## src/rtl/ufc_pkg.sv

```systemverilog
`default_nettype none

package ufc_pkg;

  localparam int unsigned NUM_SPEC = 6;

  typedef enum logic [2:0] {
    PH_START   = 3'd0,
    PH_SCHEME  = 3'd1,
    PH_COLON   = 3'd2,
    PH_SLASH1  = 3'd3,
    PH_AUTH    = 3'd4,
    PH_DECIDED = 3'd5
  } parse_phase_t;

  typedef enum logic [1:0] {
    FR_RELATIVE = 2'd0,
    FR_IPV6     = 2'd1,
    FR_EMPTY    = 2'd2,
    FR_INVALID  = 2'd3
  } fault_reason_t;

  typedef struct packed {
    parse_phase_t          phase;
    logic [2:0]            scheme_length;
    logic [NUM_SPEC-1:0]   special_match_bits;
    logic                  bracket_opened;
    logic                  bracket_closed;
    logic                  authority_nonempty;
    fault_reason_t         held_verdict;
  } parse_state_t;

  localparam parse_state_t PARSE_CLEAR = '{
    phase:              PH_START,
    scheme_length:      3'd0,
    special_match_bits: {NUM_SPEC{1'b1}},
    bracket_opened:     1'b0,
    bracket_closed:     1'b0,
    authority_nonempty: 1'b0,
    held_verdict:       FR_RELATIVE
  };

  // Special scheme names, lower case, padded with zeros to eight bytes
  localparam logic [7:0] SPEC_NAME [NUM_SPEC][8] = '{
    '{8'h68, 8'h74, 8'h74, 8'h70, 8'h00, 8'h00, 8'h00, 8'h00},  // http
    '{8'h68, 8'h74, 8'h74, 8'h70, 8'h73, 8'h00, 8'h00, 8'h00},  // https
    '{8'h77, 8'h73, 8'h00, 8'h00, 8'h00, 8'h00, 8'h00, 8'h00},  // ws
    '{8'h77, 8'h73, 8'h73, 8'h00, 8'h00, 8'h00, 8'h00, 8'h00},  // wss
    '{8'h66, 8'h74, 8'h70, 8'h00, 8'h00, 8'h00, 8'h00, 8'h00},  // ftp
    '{8'h66, 8'h69, 8'h6C, 8'h65, 8'h00, 8'h00, 8'h00, 8'h00}   // file
  };

  localparam logic [2:0] SPEC_LEN [NUM_SPEC] = '{
    3'd4, 3'd5, 3'd2, 3'd3, 3'd3, 3'd4
  };

  localparam logic [7:0] CH_COLON  = 8'h3A;
  localparam logic [7:0] CH_SLASH  = 8'h2F;
  localparam logic [7:0] CH_QUEST  = 8'h3F;
  localparam logic [7:0] CH_HASH   = 8'h23;
  localparam logic [7:0] CH_LBRACK = 8'h5B;
  localparam logic [7:0] CH_RBRACK = 8'h5D;
  localparam logic [7:0] CH_PLUS   = 8'h2B;
  localparam logic [7:0] CH_MINUS  = 8'h2D;
  localparam logic [7:0] CH_DOT    = 8'h2E;

endpackage

`default_nettype wire

```

## src/rtl/ufc_parser.sv

```systemverilog
`default_nettype none

module ufc_parser
  import ufc_pkg::*;
(
  input  wire logic          clk,
  input  wire logic          rst,
  input  wire logic          step,
  input  wire logic [7:0]    text_byte,
  input  wire logic          byte_present,
  input  wire logic          final_item,
  output fault_reason_t      verdict
);

  parse_state_t state;
  parse_state_t state_next;
  parse_state_t after_byte;

  logic [7:0] low;
  logic       is_alpha;
  logic       is_scheme_char;
  logic       auth_end;
  logic       no_auth_special;
  fault_reason_t auth_verdict;

  assign is_alpha = ((text_byte >= 8'h61) && (text_byte <= 8'h7A)) ||
                    ((text_byte >= 8'h41) && (text_byte <= 8'h5A));
  assign is_scheme_char = is_alpha || ((text_byte >= 8'h30) && (text_byte <= 8'h39)) ||
                          (text_byte == CH_PLUS) || (text_byte == CH_MINUS) ||
                          (text_byte == CH_DOT);
  assign low = ((text_byte >= 8'h41) && (text_byte <= 8'h5A)) ?
               (text_byte | 8'h20) : text_byte;
  assign auth_end = (text_byte == CH_SLASH) || (text_byte == CH_QUEST) ||
                    (text_byte == CH_HASH);

  assign no_auth_special = |state.special_match_bits;
  assign auth_verdict = (state.bracket_opened && !state.bracket_closed) ? FR_IPV6 :
                        (!state.authority_nonempty) ? FR_EMPTY : FR_INVALID;

  // Next state: apply the byte, then clear at the end of the text
  always_comb begin
    after_byte = state;
    if (byte_present) begin
      unique case (state.phase)
        PH_START: begin
          if (is_alpha) begin
            for (int i = 0; i < NUM_SPEC; i++) begin
              if ((state.scheme_length >= SPEC_LEN[i]) ||
                  (SPEC_NAME[i][state.scheme_length] != low)) begin
                after_byte.special_match_bits[i] = 1'b0;
              end
            end
            if (state.scheme_length != 3'd7) begin
              after_byte.scheme_length = state.scheme_length + 3'd1;
            end
            after_byte.phase = PH_SCHEME;
          end else begin
            after_byte.held_verdict = FR_RELATIVE;
            after_byte.phase = PH_DECIDED;
          end
        end
        PH_SCHEME: begin
          if (text_byte == CH_COLON) begin
            for (int i = 0; i < NUM_SPEC; i++) begin
              if (SPEC_LEN[i] != state.scheme_length) begin
                after_byte.special_match_bits[i] = 1'b0;
              end
            end
            after_byte.phase = PH_COLON;
          end else if (is_scheme_char) begin
            for (int i = 0; i < NUM_SPEC; i++) begin
              if ((state.scheme_length >= SPEC_LEN[i]) ||
                  (SPEC_NAME[i][state.scheme_length] != low)) begin
                after_byte.special_match_bits[i] = 1'b0;
              end
            end
            if (state.scheme_length != 3'd7) begin
              after_byte.scheme_length = state.scheme_length + 3'd1;
            end
          end else begin
            after_byte.held_verdict = FR_RELATIVE;
            after_byte.phase = PH_DECIDED;
          end
        end
        PH_COLON, PH_SLASH1: begin
          if (text_byte == CH_SLASH) begin
            after_byte.phase = (state.phase == PH_COLON) ? PH_SLASH1 : PH_AUTH;
          end else begin
            after_byte.held_verdict = no_auth_special ? FR_EMPTY : FR_INVALID;
            after_byte.phase = PH_DECIDED;
          end
        end
        PH_AUTH: begin
          if (auth_end) begin
            after_byte.held_verdict = auth_verdict;
            after_byte.phase = PH_DECIDED;
          end else begin
            if (text_byte == CH_LBRACK) after_byte.bracket_opened = 1'b1;
            if (text_byte == CH_RBRACK) after_byte.bracket_closed = 1'b1;
            after_byte.authority_nonempty = 1'b1;
          end
        end
        default: begin
          // decided: drop the byte
        end
      endcase
    end
    state_next = final_item ? PARSE_CLEAR : after_byte;
  end

  // Verdict on the state that includes this transaction's byte
  always_comb begin
    unique case (after_byte.phase)
      PH_START, PH_SCHEME: verdict = FR_RELATIVE;
      PH_COLON, PH_SLASH1: begin
        verdict = (|after_byte.special_match_bits) ? FR_EMPTY : FR_INVALID;
      end
      PH_AUTH: begin
        verdict = (after_byte.bracket_opened && !after_byte.bracket_closed) ? FR_IPV6 :
                  (!after_byte.authority_nonempty) ? FR_EMPTY : FR_INVALID;
      end
      default: verdict = after_byte.held_verdict;
    endcase
  end

  always_ff @(posedge clk) begin
    if (rst) begin
      state <= PARSE_CLEAR;
    end else if (step) begin
      state <= state_next;
    end
  end

endmodule

`default_nettype wire

```

## src/rtl/uri_fault_classifier_top.sv

```systemverilog
`default_nettype none

// Channel   Handshake               Payload
// input     in_valid / in_ready     text_byte[7:0], byte_present, final_item
// output    out_valid / out_ready   fault_reason[1:0]
//
// One transaction per cycle sustained unless a final one waits on the result register;
// a byte goes through an input register, then the parser updates its state and the
// result register at the same edge, so results pass through both registers.
// A final transaction waits in the input register only while the result
// register is full and not being taken; non-final bytes never wait.
// Synchronous reset returns the parser to the start of text and empties both registers.

module uri_fault_classifier_top
  import ufc_pkg::*;
(
  input  wire logic       clk,
  input  wire logic       rst,
  input  wire logic       in_valid,
  output logic            in_ready,
  input  wire logic [7:0] text_byte,
  input  wire logic       byte_present,
  input  wire logic       final_item,
  output logic            out_valid,
  input  wire logic       out_ready,
  output logic [1:0]      fault_reason
);

  logic          held_valid;
  logic [7:0]    held_byte;
  logic          held_present;
  logic          held_final;
  logic          advance;
  fault_reason_t verdict;

  assign advance  = held_valid && (!held_final || !out_valid || out_ready);
  assign in_ready = !held_valid || advance;

  always_ff @(posedge clk) begin
    if (rst) begin
      held_valid <= 1'b0;
    end else if (in_ready) begin
      held_valid <= in_valid;
    end
  end

  always_ff @(posedge clk) begin
    if (in_ready && in_valid) begin
      held_byte    <= text_byte;
      held_present <= byte_present;
      held_final   <= final_item;
    end
  end

  ufc_parser u_parser (
    .clk          (clk),
    .rst          (rst),
    .step         (advance),
    .text_byte    (held_byte),
    .byte_present (held_present),
    .final_item   (held_final),
    .verdict      (verdict)
  );

  always_ff @(posedge clk) begin
    if (rst) begin
      out_valid <= 1'b0;
    end else if (advance && held_final) begin
      out_valid <= 1'b1;
    end else if (out_ready) begin
      out_valid <= 1'b0;
    end
  end

  always_ff @(posedge clk) begin
    if (advance && held_final) begin
      fault_reason <= verdict;
    end
  end

endmodule

`default_nettype wire

```

## config.mk

```make
export PLATFORM = sky130hd
export DESIGN_NAME = uri_fault_classifier_top
export DESIGN_NICKNAME = d
export VERILOG_FILES = /design/src/rtl/ufc_pkg.sv /design/src/rtl/ufc_parser.sv /design/src/rtl/uri_fault_classifier_top.sv
export SDC_FILE = /design/constraint.sdc
export NUM_CORES = 1
export LEC_CHECK = 0
export BUFFER_PORTS_ARGS = -buffer_cell sky130_fd_sc_hd__clkbuf_2
export CORE_MARGIN = 2
export CORE_UTILIZATION = 40
export CTS_CLUSTER_DIAMETER = 50
export DETAILED_ROUTE_END_ITERATION = 7
export PLACE_DENSITY_LB_ADDON = 0.2
export SLEW_MARGIN = 20
export SYNTH_ARGS = -nofsm -noshare
export SYNTH_HDL_FRONTEND = slang
export SYNTH_SLANG_ARGS = --single-unit
export TNS_END_PERCENT = 5
```

## constraint.sdc

```tcl
create_clock -name clk -period 6.25 [get_ports clk]
set_input_delay 0.3125 -clock clk [delete_from_list [all_inputs] [get_ports clk]]
set_output_delay 0.3125 -clock clk [all_outputs]
set_load 0.03 [all_outputs]
```

Word-level counts from Yosys, hierarchy flattened
Memory sizes are Yosys's and may differ from the RTL's.
Index checks and enable logic that the tools add are counted.
{"block": "op_classes", "div": 0, "shifts": 0, "reduce_logical": 40, "addsub": 1, "eq_ne": 31, "bitwise_logic": 1, "mul": 0, "n_lt_le_gt_ge": 11, "muxes": 59}
{"operator": "8-bit two-way mux", "count": 12}
{"operator": "8-bit by 6-bit equality test with 1-bit output, second input constant", "count": 7}
{"operator": "8-bit inequality test", "count": 6}
{"operator": "17-bit two-way mux", "count": 2}
{"operator": "3-bit two-way mux", "count": 10}
{"operator": "1-bit two-way mux", "count": 20}
{"operator": "9-bit two-way mux", "count": 2}
{"operator": "9-bit one-hot mux with 2 select lines", "count": 1}
{"operator": "8-bit by 7-bit equality test with 1-bit output, second input constant", "count": 2}
{"operator": "8-bit by 7-bit >= comparator with 1-bit output, second input constant", "count": 2}
{"operator": "8-bit by 7-bit <= comparator with 1-bit output, second input constant", "count": 2}
{"operator": "1-bit logical OR", "count": 16}
{"operator": "2-bit two-way mux", "count": 7}
{"operator": "3-bit by 2-bit equality test with 1-bit output, second input constant", "count": 4}
{"operator": "6-bit two-way mux", "count": 2}
{"operator": "3-bit one-hot mux with 4 select lines", "count": 1}
{"operator": "6-bit OR reduction", "count": 2}
{"operator": "8-bit by 6-bit >= comparator with 1-bit output, second input constant", "count": 1}
{"operator": "8-bit by 6-bit <= comparator with 1-bit output, second input constant", "count": 1}
{"operator": "1-bit logical AND", "count": 8}
{"operator": "2-bit one-hot mux with 4 select lines", "count": 1}
{"operator": "3-bit by 1-bit equality test with 1-bit output, second input constant", "count": 2}
{"operator": "3-bit equality test, second input constant", "count": 2}
{"operator": "3-bit by 2-bit >= comparator with 1-bit output, second input constant", "count": 2}
{"operator": "15 further kinds", "count": 28}
{"block": "totals", "word_cells": 162, "regBits": 31, "ramBits": 0, "output_inout_bits": 4, "latch_bits": 0, "rom_bits": 384, "in_bits": 14, "n_memories": 6}
{"memory": "(no name shown)", "depth": 8, "word_bits": 8, "rd": 1, "rd_clocked_by_memory_dff": 0, "write_ports": 0, "line_no": "ufc_parser.sv:49", "rtl": "(SPEC_NAME[i][state.scheme_length] != low)) begin"}
{"memory": "(no name shown)", "depth": 8, "word_bits": 8, "rd": 1, "rd_clocked_by_memory_dff": 0, "write_ports": 0, "line_no": "ufc_parser.sv:73", "rtl": "(SPEC_NAME[i][state.scheme_length] != low)) begin"}
{"memory": "(no name shown)", "depth": 8, "word_bits": 8, "rd": 1, "rd_clocked_by_memory_dff": 0, "write_ports": 0, "line_no": "ufc_parser.sv:73"}
{"memory": "(no name shown)", "depth": 8, "word_bits": 8, "rd": 1, "rd_clocked_by_memory_dff": 0, "write_ports": 0, "line_no": "ufc_parser.sv:73"}
{"memory": "(no name shown)", "depth": 8, "word_bits": 8, "rd": 1, "rd_clocked_by_memory_dff": 0, "write_ports": 0, "line_no": "ufc_parser.sv:73"}
{"memory": "(no name shown)", "depth": 8, "word_bits": 8, "rd": 1, "rd_clocked_by_memory_dff": 0, "write_ports": 0, "line_no": "ufc_parser.sv:73"}

Depth between registers and ports, before layout
Gate-level depths: netlist of run 1.
{"block": "depth", "ltp_word": 15, "depth_mapped": 10, "depth_no_buf": 9}

By module
Synthesis of run 1 repeated with hierarchy kept, for this count alone.
{"block": "unflattened", "hier_cells": 304, "area_unflattened_um2": 2570.0}
{"module": "ufc_parser", "area_per_inst_um2": 2105.8, "n_inst": 1, "cells_each": 280, "seq_area_each_um2": 340.3}
{"module": "uri_fault_classifier_top", "area_per_inst_um2": 464.2, "n_inst": 1, "cells_each": 24, "seq_area_each_um2": 400.4}

Least setup slack after synthesis of run 1
OpenSTA, ideal clock, no wires.
{"block": "synth_path", "path_type": "flip-flop to flip-flop", "startpoint": "register u_parser.state[11] (netlist bit)", "endpoint": "register fault_reason[0] (data pin)", "arrival_ns": 2.101, "path_stages_with_launch": 11, "setup_ns": 0.268, "path_buffers": 1, "period_less_slack_ns": 2.369, "required_time_ns": 5.982, "slack_ns": 3.881, "path_cell_list": "dfxtp_1 inv_1 ha_1 clkbuf_1 xnor2_1 nand4_1 or4_1 o21ai_0 a221oi_2 nand4_1 a21oi_1"}
{"block": "synth_between", "elab_chain_cells": 14, "word_cells_on_any_way": 59, "classes_between": "order compare: 4; eq/ne: 10; mux: 31; bitwise: 1; reduce/logical: 7; memory: 6"}
{"element": "from (decl)", "line_no": "ufc_parser.sv:15", "rtl": "parse_state_t state;"}
{"element": "from (signal assigned)", "line_no": "ufc_parser.sv:130", "rtl": "state <= state_next;"}
{"element": "3-bit inverter with 4-bit output (implied by the code)", "line_no": "ufc_parser.sv:49, ufc_parser.sv:73"}
{"element": "memory 8 x 8 bit (on tied branches)"}
{"element": "8-bit two-way mux (on tied branches) (2 in series)", "line_no": "ufc_parser.sv:49, ufc_parser.sv:73"}
{"element": "8-bit inequality test (on tied branches)", "line_no": "ufc_parser.sv:49, ufc_parser.sv:73"}
{"element": "1-bit logical OR (on tied branches)", "line_no": "ufc_parser.sv:48, ufc_parser.sv:72"}
{"element": "1-bit two-way mux", "line_no": "ufc_parser.sv:72", "rtl": "if ((state.scheme_length >= SPEC_LEN[i]) ||"}
{"element": "9-bit two-way mux", "line_no": "ufc_parser.sv:70", "rtl": "end else if (is_scheme_char) begin"}
{"element": "6-bit two-way mux", "line_no": "ufc_parser.sv:63", "rtl": "if (text_byte == CH_COLON) begin"}
{"element": "9-bit one-hot mux with 2 select lines (*)", "line_no": "ufc_parser.sv:44", "rtl": "unique case (state.phase)"}
{"element": "17-bit two-way mux (*)", "line_no": "ufc_parser.sv:43", "rtl": "if (byte_present) begin"}
{"element": "6-bit OR reduction (*)", "line_no": "ufc_parser.sv:116", "rtl": "verdict = (|after_byte.special_match_bits) ? FR_EMPTY : FR_INVALID;"}
{"element": "1-bit two-way mux (*)", "line_no": "ufc_parser.sv:116"}
{"element": "2-bit one-hot mux with 3 select lines (*)", "line_no": "ufc_parser.sv:113", "rtl": "unique case (after_byte.phase)"}
{"element": "net u_parser.verdict[0]", "line_no": "ufc_parser.sv:12", "rtl": "output fault_reason_t verdict"}
{"element": "to (signal assigned)", "line_no": "uri_fault_classifier_top.sv:77", "rtl": "fault_reason <= verdict;"}
{"element": "to (decl)", "line_no": "uri_fault_classifier_top.sv:26", "rtl": "output logic [1:0] fault_reason"}
Mark *: on every way through the listed nets, which the timed path passes. The rest lies on a longest branch. The select of a mux whose other input is x is not followed.
A chain may end at the register's enable or synchronous reset.

Worst setup path after layout of run 1
{"block": "layout_path", "startpoint": "register held_byte[2]", "endpoint": "register fault_reason[0] (data pin)"}
{"block": "layout_between", "elab_chain_cells": 14, "word_cells_on_any_way": 79, "classes_between": "order compare: 6; eq/ne: 19; mux: 32; reduce/logical: 22"}
{"element": "from (decl)", "line_no": "uri_fault_classifier_top.sv:30", "rtl": "logic [7:0] held_byte;"}
{"element": "from (signal assigned)", "line_no": "uri_fault_classifier_top.sv:49", "rtl": "held_byte <= text_byte;"}
{"element": "parallel branches: the longest is 10 deep, another holds 8-bit by 7-bit >= comparator with 1-bit output"}
{"element": "17-bit two-way mux (*)", "line_no": "ufc_parser.sv:43"}
{"element": "3-bit by 2-bit equality test with 1-bit output (tied with other cells)", "line_no": "ufc_parser.sv:113"}
{"element": "2-bit OR reduction or 1-bit two-way mux (tied branches)", "line_no": "ufc_parser.sv:113, ufc_parser.sv:116"}
{"element": "2-bit one-hot mux with 3 select lines (*)", "line_no": "ufc_parser.sv:113"}
{"element": "net u_parser.verdict[0]", "line_no": "ufc_parser.sv:12"}
Mark *: on every way through the listed nets, which the timed path passes. The select of a mux whose other input is x is not followed.

==> impl_metrics.yaml, run 1 <==
layout:
  nNetsFinal: 299
  fin_cells: 353
  drive_above_1_share: 0.1281
  antennaDiodeCount: 0
  syn_to_final_growth_pct: 7.213
hold_path:
  worstHoldEndpoint: "held_byte[5]$_DFFE_PP_"
  timing.hold.worst.class: "input port to flop"
  holdPathStages: 1
  hp-start: "text_byte[5]"
worst_setup_path:
  critPathMaxFanout: 19
  cp_data_arrival_time_ns: 2.86
  crit_type: "flop to flop"
  worstSetupStartpointType: "flop"
  crit_path_start: "held_byte[2]$_DFFE_PP_"
  rrSetupSlack_ns: 3.43
  ff2ff_path_depth: 7
  reg2reg_to: "fault_reason[0]$_DFFE_PP_"
  cp-end-kind: "flop"
  crit_required_ns: 6.28
  reg2reg_from: "held_byte[2]$_DFFE_PP_"
sta:
  slew_viol_final: 0
  setup_viol: 0
  min_period_over_period: 0.4517
  hold_violations: 0
  fmax_mhz: 354.2
  tightest_slew_ns: 0.7941
  fin_skew_ns: 0.005939
  rsz0062_at_grt: "no"
  fin_crit_ns: 2.823
  slew_headroom: 0.4706
  setup-tns-final_ns: 0
placement:
  port-buffer-count: 17
  dp.cells: 344
  gp_congestion: 0.8812
  hpwl_um: 4531
routing:
  vias: 2179
  viasPerCell: 6.173
  drtIter0Drc: 374
  drtPass1Iterations: 5
  antenna_left: 0
  highest_layer: "met4"
  drcViolationCount: 0
  wl_met1_um: 2991
  wl_met2_um: 2716
  routed_wl_um: 6272
  dr_wl_met3_um: 490
  routedWlPerCell_um: 17.77
logic_synthesis:
  yosys.area.top_type: "dfxtp_1"
  synth_top_family_by_area: "compound AO/OA/AOI/OAI gates"
  synth-edff-count: 12
  synth_area_leaders: "dfxtp_1 17%, edfxtp_1 16%, nand2_1 4.3%"
  synth_top_area_share: 0.1661
  synth_compound_area_frac: 0.2842
  synthSimpleGateAreaFrac: 0.2552
  ys_types: 74
  syn_area_per_cell_um2: 8.207
  synth_fa_ha_area_frac: 0.02732
  ys.flop_type: "dfxtp_1"
  syn-cell-area_um2: 2290
  synth-async-reset-ratio: 0
  syn_inst: 279
  post_synth_xor_area_fraction: 0.03443
  seq_area_frac_synth: 0.3235
  syn_nets: 298
  synthMuxAreaShare: 0.008743
  synth-warning-count: 0
  synth_seq_cells: 31
cts:
  hold_buffers: 0
  cts_root_buf: "clkbuf_8"
  cts_resized: 0
  cts_inserted_buffers: 5
  cts.sinks: 31
  clock_path_buffers: 2
  clk_latency_ns: 0.29
  cts_max_level: 2
  cts_tree: "built"
  path_clk_slew_ns: 0.07
  cts_setup_buffers: 0
floorplan:
  die_height_um: 79.66
  initial_utilization: 0.4158
  fp-row-count: 27
  core_um2: 5507
  io_pins: 18
  fp.dieW_um: 79.66
  die_area_um2: 6346
power_and_ir_drop:
  p_leak_nw: 0.8969
  combPwrFrac: 0.128
  p_int_w: 0.0003183
  p_sw_frac: 0.3000
  p_per_area_nw_per_um2: 185.2
  p_clk_frac: 0.359
  vdd_ir_drop_max_uv: 91.74
  seqPwrFrac: 0.513
  p_sw_w: 0.0001364
global_routing:
  antenna_found_initial: 0
  grt_overflow: 0
  grt_pass1_vias: 1980
  grt_max_degree: 21
  grt_usage: 0.2042
  grt_pass1_wl_um: 10050
run:
  cap_viol_max_count: 0
status:
  outcome: "completed"
-- power by group through the flow --
stage | Sequential, W | Clock, W | Combinational (W)
2_1_floorplan | 0.000226 | 0 | 0.0000517
3_3_place_gp | 0.000237 | 0 | 0.0000570
3_5_place_dp | 0.000237 | 0 | 0.0000566
4_1_cts | 0.000233 | 0.000167 | 0.0000571
5_1_grt | 0.000235 | 0.000177 | 0.0000635
6_report | 0.000233 | 0.000163 | 0.0000580
-- through the flow --
step | hold slack, ns | cell area, um2 | worst slack, ns | power (W) | utilization
after floorplan | 0.4114 | 2290 | 3.881 | 0.0002779 | -
after global placement | 0.4527 | 2361 | 3.284 | 0.0002941 | 0.4288
after detailed placement | 0.4613 | 2361 | 3.158 | 0.0002937 | 0.4288
after CTS | 0.1917 | 2450 | 3.125 | 0.0004568 | 0.4449
after global routing | 0.1874 | 2455 | 3.179 | 0.0004754 | 0.4458
final | 0.1917 | 2455 | 3.427 | 0.0004547 | 0.4458
-- worst max-delay path, cell delays in order, from the launching register on --
cell and delay [ns]:
edfxtp_1 0.75, nor3_1 0.16, a221oi_1 0.73, o211ai_1 0.20, nor4_1 0.40, o31ai_1 0.13, nand4_1 0.12, a21oi_1 0.07
-- metal layers --
metal,track usage,up-vias
li1,-,1045
met1,0.2950,1011
met2,0.3076,114
met3,0.03959,9
met4,0.05862,0
met5,0,-
-- sequential cells by signal, summed over array words and instances (netlist names) --
name            cells
u_parser.state     17
held_byte           8
fault_reason        2
held_final          1
held_present        1
held_valid          1
out_valid           1
-- cell type report --
type	instances	area [um2]
Clock buffer	5	68.82
Clock inverter	3	20.02
Fill cell	554	3052
Inverter	11	41.29
Multi-Input combinational cell	212	1396
Sequential cell	31	740.7
Tap cell	72	90.09
Timing Repair Buffer	19	97.59
-- kinds of logic after synthesis --
logic type	after synthesis
AO/OA/AOI/OAI	88
XOR/XNOR	9
adder cells (fa/ha/maj)	5
buffers and inverters	36
flip-flops	31
multiplexers	2
AND/OR/NAND/NOR	108
-- cell usage after synthesis, drive strengths merged, types with 3 or more instances --
| library cell | instances |
|---|---|
| nor4 | 6 |
| a21o | 5 |
| nand3 | 6 |
| or2 | 3 |
| a21oi | 17 |
| inv | 11 |
| edfxtp | 12 |
| xnor2 | 5 |
| nand2b | 3 |
| buf | 9 |
| xor2 | 4 |
| nand2 | 26 |
| dfxtp | 19 |
| a31oi | 12 |
| o21ai | 13 |
| nor2 | 26 |
| and2 | 4 |
| nor3 | 9 |
| nor2b | 3 |
| or3 | 3 |
| a221oi | 3 |
| clkbuf | 16 |
| o41ai | 5 |
| ha | 5 |
-- how the worst max path moves through the flow --
stage / slack [ns] / endpoint
after detailed placement: 3.16 / fault_reason[0]$_DFFE_PP_
after CTS: 3.12 / fault_reason[0]$_DFFE_PP_
after floorplan: 3.88 / fault_reason[0]$_DFFE_PP_
after global routing: 3.18 / fault_reason[0]$_DFFE_PP_
final: 3.43 / fault_reason[0]$_DFFE_PP_
after global placement: 3.28 / fault_reason[0]$_DFFE_PP_
-- placed cells by master (no fill, tap or decap), drive strengths merged, types with 3 or more instances in the layout --
cell and instances:
a21o 5, a21oi 17, a221oi 3, a31oi 12
and2 4, clkbuf 23, dfxtp 19, edfxtp 12
ha 5, inv 11, nand2 26, nand2b 3
nand3 6, nor2 26, nor2b 3, nor3 9
nor4 6, o21ai 13, o41ai 5, or2 3
or3 3, xnor2 5, xor2 4
No activity file was read; power rests on OpenSTA's default activity.
==> run 2, diff against run 1 <==
==> constraint.sdc (replaced) <==
create_clock -name clk -period 2.4 [get_ports clk]
set_input_delay 0.12 -clock clk [delete_from_list [all_inputs] [get_ports clk]]
set_output_delay 0.12 -clock clk [all_outputs]
set_load 0.03 [all_outputs]
==> impl_metrics.yaml, run 2 (synthesis results as in run 1) <==
status:
  outcome: "complete, but fails checks"
  violations: "setup timing"
layout:
  top_regs: "u_parser.state: 17 flops, held_byte: 8 flops, fault_reason: 2 flops"
  largest-register: "u_parser.state"
  final_util: 0.5406
  syn_to_final_growth_pct: 30.00
  nNetsFinal: 355
  layout_common_cells: "54 x buf_4, 26 x nand2_1, 26 x nor2_1, 19 x dfxtp_1, 17 x clkbuf_2"
  final_common_cell: "buf_4"
  largest_reg_flops: 17
  drive_above_1_share: 0.2967
  antennaDiodeCount: 0
routing:
  antenna_left: 0
  vias: 2412
  wl_met2_um: 3345
  drcViolationCount: 0
  routed_wl_um: 6969
  wl_met1_um: 3204
  routedWlPerCell_um: 17.04
  dr_wl_met3_um: 362
  drtPass1Iterations: 5
  viasPerCell: 5.897
  drtIter0Drc: 199
  highest_layer: "met4"
global_routing:
  grt_pass1_wl_um: 11270
  grt_pass1_vias: 2263
  antenna_found_initial: 0
  grt_overflow: 0
  grt_usage: 0.2281
  grt_max_degree: 20
floorplan:
  io_pins: 18
  die_area_um2: 6346
  core_um2: 5507
  initial_utilization: 0.4158
  fp-row-count: 27
  die_height_um: 79.66
  fp.dieW_um: 79.66
hold_path:
  worstHoldEndpoint: "held_present$_DFFE_PP_"
  hp-start: "byte_present"
  holdPathStages: 1
  timing.hold.worst.class: "input port to flop"
sta:
  setup_viol: 1
  tightest_slew_ns: 0.4478
  min_period_over_period: 1.012
  hold_violations: 0
  holdWs_ns: 0.01154
  layout_setup_ws_ns: -0.02789
  fmax_mhz: 411.9
  rsz0062_at_grt: "yes"
  fin_skew_ns: 0.01242
  slew_headroom: 0.6937
  slew_viol_final: 0
  fin_crit_ns: 2.428
cts:
  path_clk_slew_ns: 0.07
  cts_inserted_buffers: 5
  cts_tree: "built"
  clock_path_buffers: 2
  cts.sinks: 31
  cts_max_level: 2
  clk_latency_ns: 0.28
  cts_root_buf: "clkbuf_8"
worst_setup_path:
  crit_required_ns: 2.54
  reg2reg_to: "fault_reason[0]$_DFFE_PP_"
  worstSetupStartpointType: "flop"
  ff2ff_path_depth: 8
  reg2reg_from: "held_byte[4]$_DFFE_PP_"
  rrSetupSlack_ns: -0.03
  cp-end-kind: "flop"
  critPathMaxFanout: 7
  crit_type: "flop to flop"
  cp_data_arrival_time_ns: 2.57
placement:
  hpwl_um: 5091
  port-buffer-count: 17
  dpl_worst_slack_ns: -0.1520
  gp_congestion: 0.9775
run:
  cap_viol_max_count: 0
power_and_ir_drop:
  vdd_ir_drop_max_uv: 276.2
  power.total_w: 0.001341
  p_leak_nw: 1.208
  p_per_area_nw_per_um2: 450.6
## run 2: worst max-delay path, cell delays in order (launching register included)
cell      delay (ns)
edfxtp_1        0.48
nand3b_1        0.27
buf_4           0.18
o41ai_4         0.39
a32oi_2         0.10
or3_4           0.39
a221oi_2        0.19
nand4_1         0.14
a21oi_1         0.17
## run 2: metal layers
metal  vias up  GRT usage
met5         -          0
met4         0    0.05345
met2        98     0.3782
met1      1149     0.3074
li1       1155          -
met3        10    0.04072
## run 2: where the power goes
group	internal (W)	leakage, nW	total (W)	switching [W]
Clock	0.000309	0.0581	0.000516	0.000207
Combinational	0.000109	0.878	0.000241	0.000131
Sequential	0.000565	0.272	0.000585	0.0000196
## run 2: worst max-delay path by stage
stage / cells after the start / to / start / slack, ns
after global placement: 8 / fault_reason[0]$_DFFE_PP_ / held_byte[6]$_DFFE_PP_ / -0.11
after global routing: 9 / fault_reason[0]$_DFFE_PP_ / u_parser.state[11]$_SDFFE_PP0P_ / -0.17
after CTS: 7 / fault_reason[0]$_DFFE_PP_ / held_byte[7]$_DFFE_PP_ / 0.005
final: 8 / fault_reason[0]$_DFFE_PP_ / held_byte[4]$_DFFE_PP_ / -0.03
after floorplan: 10 / fault_reason[0]$_DFFE_PP_ / u_parser.state[11]$_SDFFE_PP0P_ / 0.03
after detailed placement: 8 / fault_reason[0]$_DFFE_PP_ / held_byte[6]$_DFFE_PP_ / -0.15
## run 2: area by class of cell
cell class                 count  area, um2
tap                           72      90.09
fill                         505       2530
multi-input combinational    212       1450
clock inverter                 3      43.79
clock buffer                   5      68.82
inverter                      11      41.29
timing repair buffer          75      541.8
sequential                    31      740.7
## run 2: stage by stage
stage	std cells	area, um2	setup TNS (ns)
6_report	409	2977	-0.02789
5_1_grt	409	2977	-0.1706
4_1_cts	406	2909	0
3_5_place_dp	394	2749	-0.1675
3_3_place_gp	394	2749	-0.1079
2_1_floorplan	279	2290	0
## run 2: timing repair
| item | CTS | global route |
|---|---|---|
| setup endpoints to repair | 2 | 5 |
| gates resized for setup | 4 | 9 |
| hold buffers | 1 | 1 |
| endpoints found under the hold margin | 1 | 1 |
| setup buffers | 3 | 2 |
| pin swaps | 2 | 1 |
==> run 3, diff against run 2 <==
--- a/config.mk
+++ b/config.mk
@@ -10,8 +10,8 @@
 export CORE_UTILIZATION = 40
 export CTS_CLUSTER_DIAMETER = 50
 export DETAILED_ROUTE_END_ITERATION = 7
+export MAX_ROUTING_LAYER = met4
 export PLACE_DENSITY_LB_ADDON = 0.2
-export SLEW_MARGIN = 20
 export SYNTH_ARGS = -nofsm -noshare
 export SYNTH_HDL_FRONTEND = slang
 export SYNTH_SLANG_ARGS = --single-unit
==> impl_metrics.yaml, run 3 (synthesis results as in run 1) <==
status:
  violations: "setup timing"
  outcome: "complete, but fails checks"
floorplan:
  core_um2: 5507
  die_area_um2: 6346
  fp-row-count: 27
  initial_utilization: 0.4158
  io_pins: 18
  fp.dieW_um: 79.66
  die_height_um: 79.66
sta:
  holdWs_ns: 0.003048
  min_period_over_period: 1.013
  slew_viol_final: 0
  tightest_slew_ns: 0.5899
  layout_setup_ws_ns: -0.03177
  fin_skew_ns: 0.007240
  fin_crit_ns: 2.432
  slew_headroom: 0.5966
  setup_viol: 1
  hold_violations: 0
  fmax_mhz: 411.2
  rsz0062_at_grt: "yes"
cts:
  cts.sinks: 31
  path_clk_slew_ns: 0.07
  cts_tree: "built"
  cts_max_level: 2
  clk_latency_ns: 0.30
  clock_path_buffers: 2
  cts_root_buf: "clkbuf_8"
  cts_inserted_buffers: 5
global_routing:
  grt_pass1_wl_um: 11230
  grt_pass1_vias: 2309
  grt_usage: 0.2362
  antenna_found_initial: 0
  grt_overflow: 0
  grt_max_degree: 20
power_and_ir_drop:
  p_leak_nw: 1.209
  p_per_area_nw_per_um2: 412.1
  vdd_ir_drop_max_uv: 299.2
  power.total_w: 0.001253
layout:
  largest_reg_flops: 17
  final_util: 0.5524
  nNetsFinal: 357
  top_regs: "u_parser.state: 17 flops, held_byte: 8 flops, fault_reason: 2 flops"
  layout_common_cells: "54 x buf_4, 26 x nand2_1, 26 x nor2_1, 19 x dfxtp_1, 17 x clkbuf_2"
  antennaDiodeCount: 0
  largest-register: "u_parser.state"
  final_common_cell: "buf_4"
  drive_above_1_share: 0.3186
  fin_cells: 411
  syn_to_final_growth_pct: 32.84
routing:
  drcViolationCount: 0
  drtPass1Iterations: 5
  viasPerCell: 5.900
  routedWlPerCell_um: 16.83
  vias: 2425
  drtIter0Drc: 180
  antenna_left: 0
  routed_wl_um: 6919
worst_setup_path:
  critPathMaxFanout: 4
  worstSetupStartpointType: "flop"
  rrSetupSlack_ns: -0.03
  crit_type: "flop to flop"
  reg2reg_from: "held_byte[7]$_DFFE_PP_"
  reg2reg_to: "fault_reason[0]$_DFFE_PP_"
  cp_data_arrival_time_ns: 2.59
  cp-end-kind: "flop"
  crit_required_ns: 2.55
  ff2ff_path_depth: 7
hold_path:
  timing.hold.worst.class: "input port to flop"
  hp-start: "text_byte[1]"
  worstHoldEndpoint: "held_byte[1]$_DFFE_PP_"
  holdPathStages: 1
placement:
  hpwl_um: 5051
  gp_congestion: 0.9251
  dp.cells: 393
  port-buffer-count: 17
run:
  cap_viol_max_count: 0
## run 3: timing repair
action,in CTS,in global routing
endpoints found under the hold margin,2,1
pin swaps,10,7
setup endpoints to repair,3,5
setup buffers,7,1
cloned,0,0
resized for setup,16,9
hold buffers,2,1
## run 3: stage by stage
| step | setup slack, ns | TNS [ns] | cell area [um2] |
|---|---|---|---|
| after floorplan | 0.03120 | 0 | 2290 |
| after global placement | -0.1783 | -0.1783 | 2741 |
| after detailed placement | -0.1373 | -0.1373 | 2741 |
| after CTS | -0.005477 | -0.005477 | 2975 |
| after global routing | -0.1371 | -0.2614 | 3042 |
| final | -0.03177 | -0.03177 | 3042 |
## run 3: worst max path at each step
stage,endpoint,cells after the start,from
floorplan,fault_reason[0]$_DFFE_PP_,10,u_parser.state[11]$_SDFFE_PP0P_
CTS,fault_reason[0]$_DFFE_PP_,8,held_byte[2]$_DFFE_PP_
global placement,fault_reason[0]$_DFFE_PP_,6,held_byte[3]$_DFFE_PP_
finish,fault_reason[0]$_DFFE_PP_,7,held_byte[7]$_DFFE_PP_
global route,fault_reason[0]$_DFFE_PP_,7,held_byte[7]$_DFFE_PP_
detailed placement,fault_reason[0]$_DFFE_PP_,6,held_byte[3]$_DFFE_PP_
## run 3: power by group
group	total, W	internal [W]	switching [W]
Sequential	0.000586	0.000565	0.0000207
Combinational	0.000249	0.000115	0.000134
Clock	0.000419	0.000203	0.000216
Total	0.00125	0.000883	0.000370
## run 3: layout make-up
class | instances | area, um2
multi-input combinational | 212 | 1523
sequential | 31 | 740.7
timing repair buffer | 77 | 563.0
clock inverter | 2 | 11.26
clock buffer | 6 | 72.57
inverter | 11 | 41.29
tap | 72 | 90.09
fill | 519 | 2465
## run 3: worst max-delay path, stage by stage, from the launching register on
cell and delay, ns:
edfxtp_1 0.42, or3b_4 0.44, o41ai_4 0.38, a32oi_2 0.10, or3_4 0.39, a221oi_2 0.18
nand4_1 0.19, a21oi_2 0.19
## run 3: per-layer routing
metal / wire, um / track usage / part of all wire
met1: 3212 / 0.3060 / 0.46
met2: 3131 / 0.3639 / 0.45
met3: 436 / 0.04412 / 0.063
met4: 139 / 0.09483 / 0.020
met5: 0 / - / 0
